File: config.mk
export PLATFORM = sky130hd
export DESIGN_NAME = lcd_segment_meter_frame_decoder
export DESIGN_NICKNAME = d
export VERILOG_FILES = /design/src/rtl/lsmfd_pkg.sv /design/src/rtl/lsmfd_decode.sv /design/src/rtl/lcd_segment_meter_frame_decoder.sv
export SDC_FILE = /design/constraint.sdc
export NUM_CORES = 1
export LEC_CHECK = 0
export ABC_AREA = 1
export BUFFER_PORTS_ARGS = -buffer_cell sky130_fd_sc_hd__buf_2
export CAP_MARGIN = 20
export CORE_MARGIN = 1.5
export CORE_UTILIZATION = 52
export CTS_CLUSTER_SIZE = 28
export DETAILED_ROUTE_END_ITERATION = 10
export PLACE_DENSITY = 0.83
export SYNTH_ARGS = -nofsm -noshare
export SYNTH_HDL_FRONTEND = slang
export SYNTH_SLANG_ARGS = --single-unit
File: constraint.sdc
create_clock -name clk_i -period 2.46 [get_ports clk_i]
set_input_delay 0.369 -clock clk_i [delete_from_list [all_inputs] [get_ports clk_i]]
set_output_delay 0.369 -clock clk_i [all_outputs]
set_load 0.02 [all_outputs]
File: src/rtl/lsmfd_pkg.sv
// Shared types, constants and segment table for the LCD segment meter frame decoder.
package lsmfd_pkg;

  localparam int unsigned FrameBytes  = 14;
  localparam int unsigned HeldNibbles = FrameBytes - 1;
  localparam int unsigned CountWidth  = $clog2(FrameBytes);

  localparam logic [3:0] EndMarker  = 4'hE;
  localparam logic [3:0] BadDigit   = 4'hF;
  localparam logic [6:0] SegOverflow = 7'h68;

  localparam logic [6:0] Seg0 = 7'h7d;
  localparam logic [6:0] Seg1 = 7'h05;
  localparam logic [6:0] Seg2 = 7'h5b;
  localparam logic [6:0] Seg3 = 7'h1f;
  localparam logic [6:0] Seg4 = 7'h27;
  localparam logic [6:0] Seg5 = 7'h3e;
  localparam logic [6:0] Seg6 = 7'h7e;
  localparam logic [6:0] Seg7 = 7'h15;
  localparam logic [6:0] Seg8 = 7'h7f;
  localparam logic [6:0] Seg9 = 7'h3f;

  localparam int unsigned TdataWidth = 64;

  typedef enum logic [2:0] {
    PrefixNone  = 3'd0,
    PrefixKilo  = 3'd1,
    PrefixNano  = 3'd2,
    PrefixMicro = 3'd3,
    PrefixMega  = 3'd4,
    PrefixMilli = 3'd5
  } prefix_e;

  typedef enum logic [2:0] {
    UnitNone    = 3'd0,
    UnitOhm     = 3'd1,
    UnitFarad   = 3'd2,
    UnitHertz   = 3'd3,
    UnitVolt    = 3'd4,
    UnitAmpere  = 3'd5,
    UnitCelsius = 3'd6,
    UnitPercent = 3'd7
  } unit_e;

  typedef enum logic [2:0] {
    ModeDiode       = 3'd0,
    ModeAc          = 3'd1,
    ModeDc          = 3'd2,
    ModeOhm         = 3'd3,
    ModeCapacitance = 3'd4,
    ModeFrequency   = 3'd5,
    ModeTemperature = 3'd6,
    ModeDuty        = 3'd7
  } mode_e;

  typedef struct packed {
    logic [14:0] range_min;
    logic [13:0] range_max;
    mode_e       mode;
    unit_e       unit;
    prefix_e     prefix;
    logic        low_battery;
    logic        overflow;
    logic [1:0]  point_position;
    logic [15:0] digits;
    logic        negative;
  } result_t;

  localparam int unsigned ResultWidth = $bits(result_t);

  function automatic logic [3:0] seg_to_digit(input logic [6:0] pat);
    logic [3:0] dig;
    unique case (pat)
      Seg0:    dig = 4'd0;
      Seg1:    dig = 4'd1;
      Seg2:    dig = 4'd2;
      Seg3:    dig = 4'd3;
      Seg4:    dig = 4'd4;
      Seg5:    dig = 4'd5;
      Seg6:    dig = 4'd6;
      Seg7:    dig = 4'd7;
      Seg8:    dig = 4'd8;
      Seg9:    dig = 4'd9;
      default: dig = BadDigit;
    endcase
    return dig;
  endfunction

endpackage

File: src/rtl/lsmfd_decode.sv
// Combinational decode of a complete frame of nibbles into display fields and range.
module lsmfd_decode (
  input  logic [lsmfd_pkg::HeldNibbles-1:0][3:0] nibbles_i,
  input  logic [3:0]                             last_nibble_i,
  output lsmfd_pkg::result_t                     result_o
);

  logic [lsmfd_pkg::FrameBytes-1:0][3:0] n;

  always_comb begin
    n = {last_nibble_i, nibbles_i};
  end

  always_comb begin
    logic [6:0]           pat;
    logic [15:0]          dig;
    logic                 ovf;
    logic [1:0]           dp;
    logic [13:0]          rmax;
    logic [13:0]          fcap;
    logic [13:0]          vcap;
    logic [14:0]          rmin;
    lsmfd_pkg::prefix_e   pre;
    lsmfd_pkg::unit_e     un;
    lsmfd_pkg::mode_e     md;

    dig  = '0;
    ovf  = 1'b0;
    dp   = 2'd0;
    rmax = 14'd4000;
    fcap = 14'd10000;
    rmin = '0;

    for (int i = 0; i < 4; i++) begin
      pat = {n[1 + 2 * i][2:0], n[2 + 2 * i]};
      if (pat == lsmfd_pkg::SegOverflow) begin
        ovf = 1'b1;
      end
      dig[15 - 4 * i -: 4] = lsmfd_pkg::seg_to_digit(pat);
    end

    if (n[3][3]) begin
      rmax = 14'd4;
      fcap = 14'd10;
      dp   = 2'd1;
    end
    if (n[5][3]) begin
      rmax = 14'd40;
      fcap = 14'd100;
      dp   = 2'd2;
    end
    if (n[7][3]) begin
      rmax = 14'd400;
      fcap = 14'd1000;
      dp   = 2'd3;
    end

    if (n[9][1]) begin
      pre = lsmfd_pkg::PrefixKilo;
    end else if (n[9][2]) begin
      pre = lsmfd_pkg::PrefixNano;
    end else if (n[9][3]) begin
      pre = lsmfd_pkg::PrefixMicro;
    end else if (n[10][1]) begin
      pre = lsmfd_pkg::PrefixMega;
    end else if (n[10][3]) begin
      pre = lsmfd_pkg::PrefixMilli;
    end else begin
      pre = lsmfd_pkg::PrefixNone;
    end

    vcap = n[0][3] ? 14'd750 : 14'd1000;
    if (n[11][2]) begin
      un = lsmfd_pkg::UnitOhm;
    end else if (n[11][3]) begin
      un = lsmfd_pkg::UnitFarad;
    end else if (n[12][1]) begin
      un = lsmfd_pkg::UnitHertz;
    end else if (n[12][2]) begin
      un = lsmfd_pkg::UnitVolt;
      if (pre == lsmfd_pkg::PrefixNone && rmax > vcap) begin
        rmax = vcap;
      end
    end else if (n[12][3]) begin
      un = lsmfd_pkg::UnitAmpere;
      if (pre == lsmfd_pkg::PrefixNone && rmax > 14'd20) begin
        rmax = 14'd20;
      end
    end else if (n[13][0]) begin
      un = lsmfd_pkg::UnitCelsius;
    end else if (n[10][2]) begin
      un = lsmfd_pkg::UnitPercent;
    end else begin
      un = lsmfd_pkg::UnitNone;
    end

    if (n[9][0]) begin
      rmax = 14'd4;
      md   = lsmfd_pkg::ModeDiode;
    end else if (n[12][3:2] != 2'b00) begin
      if (n[0][3]) begin
        md = lsmfd_pkg::ModeAc;
      end else begin
        md   = lsmfd_pkg::ModeDc;
        rmin = 15'd0 - {1'b0, rmax};
      end
    end else if (n[11][2]) begin
      md = lsmfd_pkg::ModeOhm;
    end else if (n[11][3]) begin
      md = lsmfd_pkg::ModeCapacitance;
    end else if (n[12][1]) begin
      md   = lsmfd_pkg::ModeFrequency;
      rmax = fcap;
    end else if (n[13][0]) begin
      md   = lsmfd_pkg::ModeTemperature;
      rmin = 15'd0 - 15'd50;
      rmax = 14'd250;
    end else begin
      md   = lsmfd_pkg::ModeDuty;
      rmax = 14'd100;
    end

    result_o.range_min      = rmin;
    result_o.range_max      = rmax;
    result_o.mode           = md;
    result_o.unit           = un;
    result_o.prefix         = pre;
    result_o.low_battery    = n[12][0];
    result_o.overflow       = ovf;
    result_o.point_position = dp;
    result_o.digits         = dig;
    result_o.negative       = n[1][3];
  end

endmodule

File: src/rtl/lcd_segment_meter_frame_decoder.sv
// Top level: byte framing, nibble store and registered result stream of the meter frame decoder.
//
//  channel | direction | tdata                                  | tuser
//  s_axis  | in        | rx_byte[7:0]                           | rx_error
//  m_axis  | out       | frame fields, see m_axis_tdata comment | has_value
//
// One transaction per cycle on s_axis while s_axis_tready is high; the nibble
// store and byte counter update at the accepting edge, and a frame end or
// rejection loads the result register in the same edge. s_axis_tready is high
// whenever the result register is empty or being drained. Reset clears the byte
// counter and result valid; stored nibbles are rewritten before each decode.
module lcd_segment_meter_frame_decoder (
  input  logic        clk_i,
  input  logic        rst_ni,
  input  logic        s_axis_tvalid,
  output logic        s_axis_tready,
  // [7:0] rx_byte
  input  logic [7:0]  s_axis_tdata,
  // [0] rx_error
  input  logic [0:0]  s_axis_tuser,
  output logic        m_axis_tvalid,
  input  logic        m_axis_tready,
  // [0] negative, [16:1] digits, [18:17] point_position, [19] overflow,
  // [20] low_battery, [23:21] prefix, [26:24] unit, [29:27] mode,
  // [43:30] range_max, [58:44] range_min, [63:59] zero
  output logic [63:0] m_axis_tdata,
  // [0] has_value
  output logic [0:0]  m_axis_tuser
);

  logic [lsmfd_pkg::CountWidth-1:0]              count_q, count_d;
  logic [lsmfd_pkg::HeldNibbles-1:0][3:0]        nibbles_q;
  logic                                          out_valid_q, out_valid_d;
  logic                                          has_value_q;
  lsmfd_pkg::result_t                            result_q;
  lsmfd_pkg::result_t                            decoded;

  logic accept;
  logic marker;
  logic at_last;
  logic store;
  logic produce;
  logic good;

  assign s_axis_tready = !out_valid_q || m_axis_tready;
  assign accept        = s_axis_tvalid && s_axis_tready;
  assign marker        = (s_axis_tdata[7:4] == lsmfd_pkg::EndMarker);
  assign at_last       = (count_q >= lsmfd_pkg::CountWidth'(lsmfd_pkg::HeldNibbles));

  always_comb begin
    store   = 1'b0;
    produce = 1'b0;
    good    = 1'b0;
    count_d = count_q;
    if (accept) begin
      if (s_axis_tuser[0]) begin
        produce = 1'b1;
        count_d = '0;
      end else if (!at_last) begin
        if (marker) begin
          produce = 1'b1;
          count_d = '0;
        end else begin
          store   = 1'b1;
          count_d = count_q + 1'b1;
        end
      end else begin
        produce = 1'b1;
        good    = marker;
        count_d = '0;
      end
    end
    out_valid_d = (out_valid_q && !m_axis_tready) || produce;
  end

  lsmfd_decode u_decode (
    .nibbles_i     (nibbles_q),
    .last_nibble_i (s_axis_tdata[3:0]),
    .result_o      (decoded)
  );

  always_ff @(posedge clk_i or negedge rst_ni) begin
    if (!rst_ni) begin
      count_q     <= '0;
      out_valid_q <= 1'b0;
    end else begin
      count_q     <= count_d;
      out_valid_q <= out_valid_d;
    end
  end

  always_ff @(posedge clk_i) begin
    if (store) begin
      nibbles_q[count_q] <= s_axis_tdata[3:0];
    end
    if (produce) begin
      has_value_q <= good;
      result_q    <= good ? decoded : '0;
    end
  end

  assign m_axis_tvalid = out_valid_q;
  assign m_axis_tuser  = has_value_q;
  assign m_axis_tdata  = {(lsmfd_pkg::TdataWidth - lsmfd_pkg::ResultWidth)'(0), result_q};

endmodule
; Word level (Yosys, flattened, before mapping)
; Cells that the tools add are included.
[totals]
ff_bits = 117
in_bits = 13
output_inout_bits = 67
elab_cells = 168
[classes]
n_addsub = 2
n_lt_le_gt_ge = 5
eq_ne = 45
n_mux = 72
bitwise = 1
n_reduce_logical = 14
[ops]
columns = op, n
row1 = $mux 14, 13
row2 = $pmux 4 s10, 4
row3 = $eq 7x7->1 const B, 20
row4 = $mux 15, 6
row5 = $eq 7x6->1 const B, 12
row6 = $eq 7x5->1 const B, 8
row7 = $bwmux 52, 1
row8 = $mux 12, 4
row9 = $mux 3, 14
row10 = $eq 7x3->1 const B, 4
row11 = $mux 1, 18
row12 = $demux 4 s4, 1
row13 = $mux 4, 4
row14 = $sub 1x14->15 const A, 1
row15 = $gt 12x14->1, 1
row16 = $gt 12x5->1 const B, 1
row17 = $mux 2, 5
row18 = $mux 9, 1
row19 = $mux 8, 1
row20 = $logic_and 1x1->1, 5
row21 = $lt 4x5->1 const B, 1
row22 = $add 4x1->4 const B, 1
row23 = $eq 4x4->1 const B, 1
row24 = $ge 4x1->1 const B, 1
row25 = 8 further kinds, 11

; Depth between registers and ports, before layout
[depth]
depth_word = 17
depth_mapped = 12
mapped_depth_nobuf = 11

; Cells and area by module
; From an unflattened synthesis, not the netlist that was laid out.
[unflattened]
hier_cells = 678
hier_area_um2 = 6227.2
[modules_own_cells]
columns = module, instances, cells_per_inst, area_per_inst_um2
row1 = lcd_segment_meter_frame_decoder, 1, 325, 4511.8
row2 = lsmfd_decode, 1, 353, 1715.4

; Worst setup path before layout
; OpenSTA, ideal clock, no wires.
[synth_timing]
kind = reg2reg
startpoint = register count_q[1] (netlist name)
endpoint = register result_q (netlist bit m_axis_tdata[0]), enable pin
setup_time_ps = 412
arrival_ps = 2302
required_time_ps = 2048
setup_slack_ps = -254
path_stages_with_launch = 9
n_path_buf = 0
synth_period_minus_slack_ps = 2714
path_cell_list = dfrtp_1 > inv_1 > ha_1 > inv_1 > a21oi_2 > nor2_1 > nand2_1 > nand2_1 > inv_1
[synth_between]
elab_chain_cells = 4
[synth_lines]
columns = item, line_no
row1 = "start, declared", lcd_segment_meter_frame_decoder.sv:31  ; logic [lsmfd_pkg::CountWidth-1:0] count_q, count_d;
row2 = "start signal, assigned", lcd_segment_meter_frame_decoder.sv:87  ; count_q <= count_d;
row3 = $ge 4x4->1, lcd_segment_meter_frame_decoder.sv:48  ; assign at_last = (count_q >= lsmfd_pkg::CountWidth'(lsmfd_pkg::HeldNibbles));
row4 = $mux 1, lcd_segment_meter_frame_decoder.sv:59  ; end else if (!at_last) begin
row5 = $mux 1, lcd_segment_meter_frame_decoder.sv:56  ; if (s_axis_tuser[0]) begin
row6 = $mux 1, lcd_segment_meter_frame_decoder.sv:55  ; if (accept) begin
row7 = net produce, lcd_segment_meter_frame_decoder.sv:42  ; logic produce;
row8 = "end signal, assigned", lcd_segment_meter_frame_decoder.sv:98  ; result_q <= good ? decoded : '0;
row9 = "end, declared", lcd_segment_meter_frame_decoder.sv:35  ; lsmfd_pkg::result_t result_q;
; The timed path passes the listed nets, and every way through them passes these cells.
; A chain may end at the register's enable or synchronous reset.

; Worst setup path in the final report
[layout_timing]
startpoint = register count_q[1] (netlist name)
endpoint = register nibbles_q[27] (netlist name), enable pin
[layout_between]
elab_chain_cells = 4
[layout_lines]
columns = item, line_no
row1 = $ge 4x4->1, lcd_segment_meter_frame_decoder.sv:48
row2 = $mux 1, lcd_segment_meter_frame_decoder.sv:59
row3 = $mux 1, lcd_segment_meter_frame_decoder.sv:56
row4 = $mux 1, lcd_segment_meter_frame_decoder.sv:55
row5 = "end signal, assigned by index", lcd_segment_meter_frame_decoder.sv:94  ; nibbles_q[count_q] <= s_axis_tdata[3:0];
row6 = "end, declared", lcd_segment_meter_frame_decoder.sv:32  ; logic [lsmfd_pkg::HeldNibbles-1:0][3:0] nibbles_q;
; Every way passes these cells.

==> impl_metrics.json <==
{
  "drt_pass1_iterations": 5,
  "end_kind": "flip-flop",
  "start_util": 0.539,
  "cpMostUsedCell": "inv_1",
  "synthMuxAreaShare": 0,
  "ctsHtreeMaxLevel": 3,
  "syn_inst": 555,
  "drc": 0,
  "antenna_found_initial": 0,
  "crit_chain": "inv_1, ha_1, inv_1, a21oi_2, nor2_1, nand3_1, nor3_1",
  "critical_path_class": "reg -> reg",
  "synth_area_leaders": "edfxtp_1, nand2_1, nor2_1, inv_1, nand3_1",
  "cts_tree": "yes",
  "synth_cell_types": 39,
  "grt-ovfl-total": 0,
  "placed_cells": 760,
  "skew_ns": 0.00734,
  "cp_slowest_stage_delay_ns": 0.55,
  "insertion_delay_ns": 0.36,
  "setup_violations": 0,
  "drt-total-wl_um": 11600,
  "yosys.area_share.simple": 0.239,
  "clk_pin_slew_ns": 0.09,
  "drv_cap": 0,
  "ys_seq_area_frac": 0.608,
  "ys_warn_count": 0,
  "r2r_cells": 7,
  "final_cell_mix": "nand2_1, edfxtp_1, nor2_1",
  "dieArea_um2": 10800,
  "holdPathStages": 4,
  "final_common_cell": "nand2_1",
  "num_rows": 36,
  "ys_ff_latch": 108,
  "r2r-start": "count_q[1]$_DFFE_PN0P_",
  "groute.usage.overall": 0.226,
  "min_from": "m_axis_tready",
  "cpMaxStageDelayCell": "nor3_1",
  "core_um2": 9820,
  "worstHoldEndpoint": "m_axis_tvalid$_DFF_PN0_",
  "synth_area_um2": 5300,
  "synth_top_family_by_area": "simple AND/OR/NAND/NOR gates",
  "dpl_cell_area_um2": 5830,
  "antenna_cells": 0,
  "drive_gt1_frac": 0.174,
  "wire_per_inst_um": 14.9,
  "rrSetupSlack_ns": 0.20,
  "syn_to_final_growth_pct": 13.8,
  "synth-adder-area-share": 0.0142,
  "synthXorXnorAreaFrac": 0.00165,
  "start_kind": "flip-flop",
  "die-height_um": 104,
  "grt_start_max_net_pins": 31,
  "hp-class": "in -> reg",
  "syn_avg_cell_area_um2": 9.54,
  "clock_sinks": 108,
  "fin_nets": 658,
  "post-route-period-util": 0.920,
  "instances_no_fill": 777,
  "pin_count": 80,
  "cts_buffer_depth": 2,
  "ir_worst_vdd_v": 0.000279,
  "grt_pass1_vias": 4052,
  "via_count": 4247,
  "r2r_end": "nibbles_q[27]$_DFFE_PP_",
  "slew_headroom": 0.599,
  "slew_viol_final": 0,
  "critPathMaxFanout": 8,
  "postLayoutCellArea_um2": 6030,
  "antenna_left": 0,
  "period_minus_slack_ns": 2.26,
  "worstPathArrival_ns": 2.27,
  "crit_required_ns": 2.47,
  "status": "completed",
  "p_leak_nw": 2.64,
  "synth_top_area_frac": 0.584,
  "hpwlAfterDp_um": 8580,
  "grt_pass1_wl_um": 19500,
  "numCtsBuffers": 9,
  "hold_viol_final": 0,
  "rsz0062_at_grt": "yes",
  "cts_root_buf": "clkbuf_8",
  "yosysTopAreaCell": "edfxtp_1",
  "max_freq_mhz": 442,
  "drtIter0Drc": 454,
  "synth_compound_area_frac": 0.0609,
  "viasPerCell": 5.47,
  "numPortBuffers": 71,
  "die_w_um": 104,
  "worst_slew_pin_slew_ns": 0.597,
  "gp_congestion": 0.895,
  "power_density_nw_per_um2": 594
}
[area by class of cell]
| type | instances | area [um^2] |
|---|---|---|
| Clock inverter | 5 | 52.6 |
| Clock buffer | 11 | 131 |
| Fill cell | 824 | 3790 |
| Sequential cell | 108 | 3220 |
| Multi-Input combinational cell | 359 | 1710 |
| Inverter | 81 | 314 |
| Timing Repair Buffer | 80 | 438 |
| Tap cell | 133 | 166 |
[report_power, final]
group	total [mW]	leakage [nW]	internal [mW]	switching (mW)
sequential	2.15	1.03	2.10	0.0501
clock	1.04	0.0947	0.468	0.570
combinational	0.393	1.51	0.107	0.285
[stage by stage]
stage                      util  worst slack [ns]  TNS [ns]  total power, mW  hold WS (ns)
after floorplan               -            0.0410         0             2.45        0.0734
after global placement    0.593             0.355         0             2.56         0.186
after detailed placement  0.593             0.221         0             2.58         0.186
after CTS                 0.613             0.177         0             3.59         0.279
final                     0.614             0.198         0             3.58         0.284
after global routing      0.614          -0.00953   -0.0316             3.72         0.296
[flip-flops by register name, summed over array words and instances, names as in the netlist]
register and cells:
count_q 4, nibbles_q 46, m_axis_tuser 1, m_axis_tdata 56, m_axis_tvalid 1
[cells in the mapped netlist, drive strengths merged]
cell type  number
a22oi           1
nand2         117
ha              6
conb            1
clkinv          2
o31ai           1
clkbuf          1
nor2           84
a21oi          30
o21a            1
nor3b           2
edfxtp        103
o21ai          19
nand3b          1
inv            79
dfrtp           5
a31oi           2
nand4          10
a41oi           1
buf            13
o22ai           1
xor2            1
nor3           32
nand3          38
a211oi          2
nor4            2
[worst max path at each step]
stage / from / to / slack, ns
CTS: count_q[1]$_DFFE_PN0P_ / nibbles_q[9]$_DFFE_PP_ / 0.18
detailed placement: count_q[1]$_DFFE_PN0P_ / nibbles_q[10]$_DFFE_PP_ / 0.22
global route: count_q[1]$_DFFE_PN0P_ / nibbles_q[38]$_DFFE_PP_ / -0.01
floorplan: count_q[1]$_DFFE_PN0P_ / m_axis_tdata[0]$_SDFFCE_PN0P_ / 0.04
finish: count_q[1]$_DFFE_PN0P_ / nibbles_q[27]$_DFFE_PP_ / 0.20
global placement: count_q[1]$_DFFE_PN0P_ / nibbles_q[8]$_DFFE_PP_ / 0.35
[worst max-delay path, delay by kind of cell, from the launching register on]
family | cells | cell delay (ns)
AO/OA/AOI/OAI | 1 | 0.10
adder cells (fa/ha/maj) | 1 | 0.19
buffers and inverters | 2 | 0.22
flip-flops | 1 | 0.40
AND/OR/NAND/NOR | 3 | 1.00
[cell families after synthesis]
kind of cell	Yosys count
XOR/XNOR	1
other	1
AND/OR/NAND/NOR	286
AO/OA/AOI/OAI	58
flip-flops	108
adder cells (fa/ha/maj)	6
buffers and inverters	95
[timing repair]
action / in CTS / in global routing
endpoints found under the setup margin: 0 / 4
hold buffers: 1 / 0
gates resized for setup: 0 / 1
setup buffers: 0 / 0
endpoints found under the hold margin: 5 / 0
[per-layer routing]
layer,wire [um],vias up,track usage
met1,4820,1993,0.299
met2,5770,205,0.384
li1,-,2021,-
met5,0,-,0
met4,272,0,0.0863
met3,717,28,0.0263
No activity file was read; power rests on OpenSTA's default activity.
